[config.mk]
export PLATFORM = sky130hd
export DESIGN_NAME = prg_ratio
export DESIGN_NICKNAME = d
export VERILOG_FILES = /design/src/design/prg_pkg.sv /design/src/design/prg_ratio.sv
export SDC_FILE = /design/constraint.sdc
export NUM_CORES = 2
export LEC_CHECK = 0
export BUFFER_PORTS_ARGS = -buffer_cell sky130_fd_sc_hd__buf_2
export CORE_MARGIN = 3
export CORE_UTILIZATION = 65
export DETAILED_ROUTE_END_ITERATION = 8
export PLACE_DENSITY_LB_ADDON = 0.15
export SLEW_MARGIN = 20
export SYNTH_ARGS = -nofsm -noshare
export SYNTH_HDL_FRONTEND = slang
export SYNTH_SLANG_ARGS = --single-unit
[constraint.sdc]
create_clock -name clk -period 17.74 [get_ports clk]
set_input_delay 3.548 -clock clk [delete_from_list [all_inputs] [get_ports clk]]
set_output_delay 3.548 -clock clk [all_outputs]
set_load 0.03 [all_outputs]
[src/design/prg_pkg.sv]
package prg_pkg;

    // Fraction bits of the basis and eye components
    localparam int VEC_FRAC_BITS = 12;

    // Sample-to-window mapping
    localparam int RATIO_BITS   = 24;
    localparam int RATIO_STEPS  = 5;
    localparam int RATIO_STAGES = 5;

    // Direction normalization
    localparam int DW           = 54;
    localparam int NORM_BITS    = 30;
    localparam int DIR_FRAC     = 14;
    localparam int SQRT_STEPS   = 4;
    localparam int SQRT_STAGES  = 8;
    localparam int DIV_STEPS    = 5;
    localparam int DIV_STAGES   = 3;

    // Configuration port
    localparam int CFG_IDX_W = 3;
    localparam logic [CFG_IDX_W-1:0] REG_BASIS_U      = 3'd0;
    localparam logic [CFG_IDX_W-1:0] REG_BASIS_V      = 3'd1;
    localparam logic [CFG_IDX_W-1:0] REG_BASIS_W      = 3'd2;
    localparam logic [CFG_IDX_W-1:0] REG_EYE          = 3'd3;
    localparam logic [CFG_IDX_W-1:0] REG_WINDOW_H     = 3'd4;
    localparam logic [CFG_IDX_W-1:0] REG_WINDOW_V     = 3'd5;
    localparam logic [CFG_IDX_W-1:0] REG_NEAR         = 3'd6;
    localparam logic [CFG_IDX_W-1:0] REG_RASTER       = 3'd7;

    // 640 x 480
    localparam logic [31:0] RASTER_RESET = 32'd41943520;

endpackage

[src/design/prg_ratio.sv]
// Maps a raster position plus sub-pixel offset to a clamped Q.24 ratio.
// Two pipelined restoring dividers, one quotient bit per step.
module prg_ratio (
    input  logic        clk,
    input  logic        rst_n,
    input  logic        in_valid,
    input  logic [15:0] pixel_x,
    input  logic [15:0] pixel_y,
    input  logic [15:0] offset_x,
    input  logic [15:0] offset_y,
    input  logic [31:0] raster_size,
    output logic        out_valid,
    output logic [24:0] ratio_x,
    output logic [24:0] ratio_y
);

    localparam int NS = prg_pkg::RATIO_STAGES;
    localparam logic [24:0] ONE = 25'(1) << prg_pkg::RATIO_BITS;

    typedef struct packed {
        logic [15:0] rem;
        logic [24:0] num;
        logic        clamp;
    } lane_t;

    function automatic lane_t lane_init(input logic [15:0] pix, input logic [15:0] off,
                                        input logic [15:0] size);
        logic [39:0] s;
        lane_t       l;
        s       = {pix, off, 8'b0};
        l.clamp = ({1'b0, s[39:25]} >= size);
        l.rem   = {1'b0, s[39:25]};
        l.num   = s[24:0];
        return l;
    endfunction

    function automatic lane_t lane_step(input lane_t li, input logic [15:0] size);
        logic [16:0] t;
        lane_t       l;
        l = li;
        t = {l.rem, l.num[24]};
        if (t >= {1'b0, size})
        begin
            t     = t - {1'b0, size};
            l.rem = t[15:0];
            l.num = {l.num[23:0], 1'b1};
        end
        else
        begin
            l.rem = t[15:0];
            l.num = {l.num[23:0], 1'b0};
        end
        return l;
    endfunction

    function automatic logic [24:0] lane_final(input lane_t l);
        return (l.clamp || (l.num > ONE)) ? ONE : l.num;
    endfunction

    logic [15:0] size_x;
    logic [15:0] size_y;
    lane_t       lx_reg [NS+1];
    lane_t       ly_reg [NS+1];
    lane_t       lx_next [NS+1];
    lane_t       ly_next [NS+1];
    logic [NS+1:0] vld_reg;
    logic [24:0] rx_reg;
    logic [24:0] ry_reg;
    logic [24:0] rx_next;
    logic [24:0] ry_next;
    logic [24:0] ry_raw;

    // Zero dimension counts as one
    assign size_x = (raster_size[31:16] == 16'd0) ? 16'd1 : raster_size[31:16];
    assign size_y = (raster_size[15:0] == 16'd0) ? 16'd1 : raster_size[15:0];

    // Divider steps
    always_comb
    begin
        lane_t tx;
        lane_t ty;
        lx_next[0] = lane_init(pixel_x, offset_x, size_x);
        ly_next[0] = lane_init(pixel_y, offset_y, size_y);
        for (int k = 0; k < NS; k++)
        begin
            tx = lx_reg[k];
            ty = ly_reg[k];
            for (int j = 0; j < prg_pkg::RATIO_STEPS; j++)
            begin
                tx = lane_step(tx, size_x);
                ty = lane_step(ty, size_y);
            end
            lx_next[k+1] = tx;
            ly_next[k+1] = ty;
        end
        rx_next = lane_final(lx_reg[NS]);
        ry_raw  = lane_final(ly_reg[NS]);
        ry_next = ONE - ry_raw;
    end

    always_ff @(posedge clk or negedge rst_n)
    begin
        if (!rst_n)
        begin
            vld_reg <= '0;
        end
        else
        begin
            vld_reg <= {vld_reg[NS:0], in_valid};
        end
    end

    always_ff @(posedge clk)
    begin
        for (int k = 0; k <= NS; k++)
        begin
            lx_reg[k] <= lx_next[k];
            ly_reg[k] <= ly_next[k];
        end
        rx_reg <= rx_next;
        ry_reg <= ry_next;
    end

    assign out_valid = vld_reg[NS+1];
    assign ratio_x   = rx_reg;
    assign ratio_y   = ry_reg;

endmodule

==> flow_metrics.tcl <==
set metrics [dict create \
    initial_antenna_violation_count 2 \
    report.final.hold_viol_count 0 \
    clock_insertion_delay_worst_skew_ns 0.67 \
    r2r-end "lx_reg[1][28]" \
    netlist_area_mm2 0.0542 \
    dr.first_iter.drc_count 3747 \
    tritoncts_sinks 453 \
    die_area_mm2 0.0869 \
    synth_top_family_by_area "compound AO/OA/AOI/OAI gates" \
    timing.hold.worst.class "reg -> reg" \
    largest_net_degree_at_the_start_of_global_routing 26 \
    ys_dominant_reg_cell "sky130_fd_sc_hd__dfxtp_1" \
    synthesized_area_fraction_occupied_by_and_or_nand_nor_cells_pct 15.9 \
    core.rowCount 105 \
    yosys.area_share.adder_pct 20.3 \
    tightest_slew_ns 0.982 \
    worstReg2RegStart "lx_reg[0][33]" \
    drt-wirelength-per-cell_um 20.8 \
    result_of_the_run "complete, no violations" \
    place_hpwl_um 132000 \
    core_area_mm2 0.0824 \
    final_critical_path_setup_slack_ns 1.01 \
    crit_required_ns 18.29 \
    drive_gt1_share_pct 12.8 \
    fmax_mhz 59.8 \
    die_height_um 295 \
    maxCapViolCount 0 \
    dr_total_vias 51700 \
    crit_type "in -> reg" \
    synth.lib_cells_used.distinct 120 \
    die-width_um 295 \
    first_pass_grt_wire_length_um 261000 \
    synthesis.nets 7604 \
    drt_pass1_iterations 6 \
    crit_slowest_cell "sky130_fd_sc_hd__mux2i_4" \
    worstPathMaxFanout 24 \
    residual_drc 0 \
    grt-ovfl-total 0 \
    yosys.area_share.xor_xnor_pct 9.63 \
    unrepaired_setup_endpoints_after_global_routing "false" \
    synth.area.mux_share_pct 8.48 \
    design.final.nets 7874 \
    start_util_pct 65.8 \
    crit_arrival_ns 17.28 \
    cts.reportedPaths.clkPinSlew_ns 0.06 \
    htree_levels 2 \
    synth_compound_area_share_pct 25.4 \
    tritoncts.num_buffers 55 \
    pre_cts_slack_ns -0.130 \
    syn_to_final_growth_pct 8.83 \
    ys.warnings.count 0 \
    fraction_of_the_yosys_area_taken_by_sequential_cells_pct 16.8 \
    cp-start-kind "input pin" \
    number_of_i_o_port_buffers 149 \
    worst_slew_margin_rel_pct 34.6 \
    finalMaxSlewViolations 0 \
    postSynthCellCount 6648 \
    endpoint_kind "flop" \
    detail_route.vias_per_cell 6.44 \
    grt.total_usage_pct 37.2 \
    worst_case_register_to_register_setup_slack_ns 4.53 \
    hold_path_end "ly_reg[5][13]" \
    worst-r2r-cell-count 56 \
    number_of_global_route_vias_before_repair 48800 \
    layout_worst_path_cycle_share_pct 94.3 \
    async_flop_share_pct 1.55 \
    detail_route_antenna_nets 0 \
    tritoncts "done" \
    hold_path_depth 0 \
    cts_buffer_depth 3 \
    worst_hold_startpoint "ly_reg[4][8]" \
    setup-tns-final_ns 0 \
    place_congestion 1.02 \
    clockRootBuffer "sky130_fd_sc_hd__clkbuf_16" \
    num_io_pins 150 \
    avgSynthCellArea_um2 8.15 \
    synth_enable_flop_cells 0 \
    antenna-diode-count 0 \
    fin_skew_ns 0.0386 \
    finalWorstPathRequiredPeriod_ns 16.73 \
    worst_path_largest_cell_delay_ns 0.59 \
    yosys_register_bits 453 \
    post_cts_hold_buffer_count 0 \
    path_common_cell "sky130_fd_sc_hd__nand2_1" \
    finalWirelength_um 167000 \
    setup_viol 0 \
]
[placed cells by master, fill, tap and decap left out, drive strengths merged, types with 37 or more instances in the layout]
cell / instances
inv: 347
xnor2: 379
a21o: 277
nand2: 509
o21bai: 73
ha: 819
a211oi: 50
nand2b: 89
xor2: 217
o31ai: 58
and3: 50
nor2b: 97
o211ai: 52
mux2: 329
clkbuf: 65
a21oi: 612
nand3: 105
buf: 331
mux2i: 73
or3: 53
fa: 38
nor3: 124
nor2: 454
o21a: 102
or2: 37
nand4: 109
o21ai: 482
dfxtp: 446
a31oi: 47
and2: 55
nor4: 52
[cell families (layout without fill, tap and decap cells)]
| group | Yosys count | after routing |
|---|---|---|
| buffers and inverters | 457 | 766 |
| AO/OA/AOI/OAI | 2097 | 2097 |
| AND/OR/NAND/NOR | 1786 | 1786 |
| multiplexers | 402 | 402 |
| adder cells (fa/ha/maj) | 857 | 857 |
| flip-flops | 453 | 453 |
| XOR/XNOR | 596 | 596 |
[area by class of cell]
| type | count | area [um2] |
|---|---|---|
| multi-input cells | 5738 | 43200 |
| fillers | 6774 | 23400 |
| flip-flops and latches | 453 | 9100 |
| repair buffers | 331 | 2190 |
| clock buffers | 65 | 1460 |
| well taps | 1070 | 1340 |
| inverters | 339 | 1280 |
| clock inverters | 31 | 359 |
[routing by layer]
metal  global-route usage [%]  part of all wire (%)  routed length, um
met3                     6.40                   7.3              12200
met5                        0                0.0078                 13
met4                     16.7                   5.1               8460
met2                     63.0                    46              77200
met1                     46.3                    41              69400
[critical path: cells and delay by family]
| family | cells | cell delay (ns) |
|---|---|---|
| AO/OA/AOI/OAI | 31 | 6.98 |
| AND/OR/NAND/NOR | 13 | 2.34 |
| multiplexers | 4 | 1.60 |
| buffers and inverters | 6 | 1.27 |
| adder cells (fa/ha/maj) | 5 | 1.48 |
[timing repair]
item                                    CTS  global route
buffers inserted                          0             2
resized for setup                         0            12
endpoints found under the setup margin    0           114
[synth_stat cells, types with 58 or more instances]
cell type	n	share of area [%]
sky130_fd_sc_hd__a21oi_1	608	5.6
sky130_fd_sc_hd__ha_1	819	19
sky130_fd_sc_hd__o21bai_1	72	1.0
sky130_fd_sc_hd__clkbuf_1	58	0.40
sky130_fd_sc_hd__nand4_1	109	1.3
sky130_fd_sc_hd__inv_1	317	2.2
sky130_fd_sc_hd__mux2i_1	70	1.3
sky130_fd_sc_hd__xnor2_1	379	6.1
sky130_fd_sc_hd__nand2b_1	89	1.0
sky130_fd_sc_hd__nand3_1	105	0.97
sky130_fd_sc_hd__nor3_1	122	1.1
sky130_fd_sc_hd__nor2_1	451	3.1
sky130_fd_sc_hd__nor2b_1	97	1.1
sky130_fd_sc_hd__o21a_1	102	1.4
sky130_fd_sc_hd__mux2_2	285	5.9
sky130_fd_sc_hd__nand2_1	506	3.5
sky130_fd_sc_hd__xor2_1	217	3.5
sky130_fd_sc_hd__dfxtp_1	446	16
sky130_fd_sc_hd__a21o_1	277	3.8
sky130_fd_sc_hd__o21ai_0	454	4.2
[per-stage QoR]
step	area [um2]	utilization, %	instances	hold WS [ns]
floorplan	54200	-	6648	0.310
global placement	57100	69.3	7929	0.310
detailed placement	57100	69.3	7929	0.312
CTS	58900	71.5	8025	0.304
global route	59000	71.6	8027	0.319
finish	59000	71.6	8027	0.302
[worst max-delay path by stage]
stage | start | end | slack (ns) | cells past startpoint
after CTS | raster_size[12] | ly_reg[1][40] | 0.49 | 63
after floorplan | raster_size[17] | lx_reg[1][33] | 0.59 | 62
after global placement | raster_size[4] | ly_reg[1][40] | -0.06 | 62
after global routing | raster_size[12] | ly_reg[3][40] | 0.01 | 59
after detailed placement | raster_size[12] | ly_reg[1][40] | -0.13 | 60
final | raster_size[17] | lx_reg[1][28] | 1.01 | 59
Power is left out: the tool's default activity adds up to more than one toggle a clock period on the data nets, which glitch-free logic cannot reach.
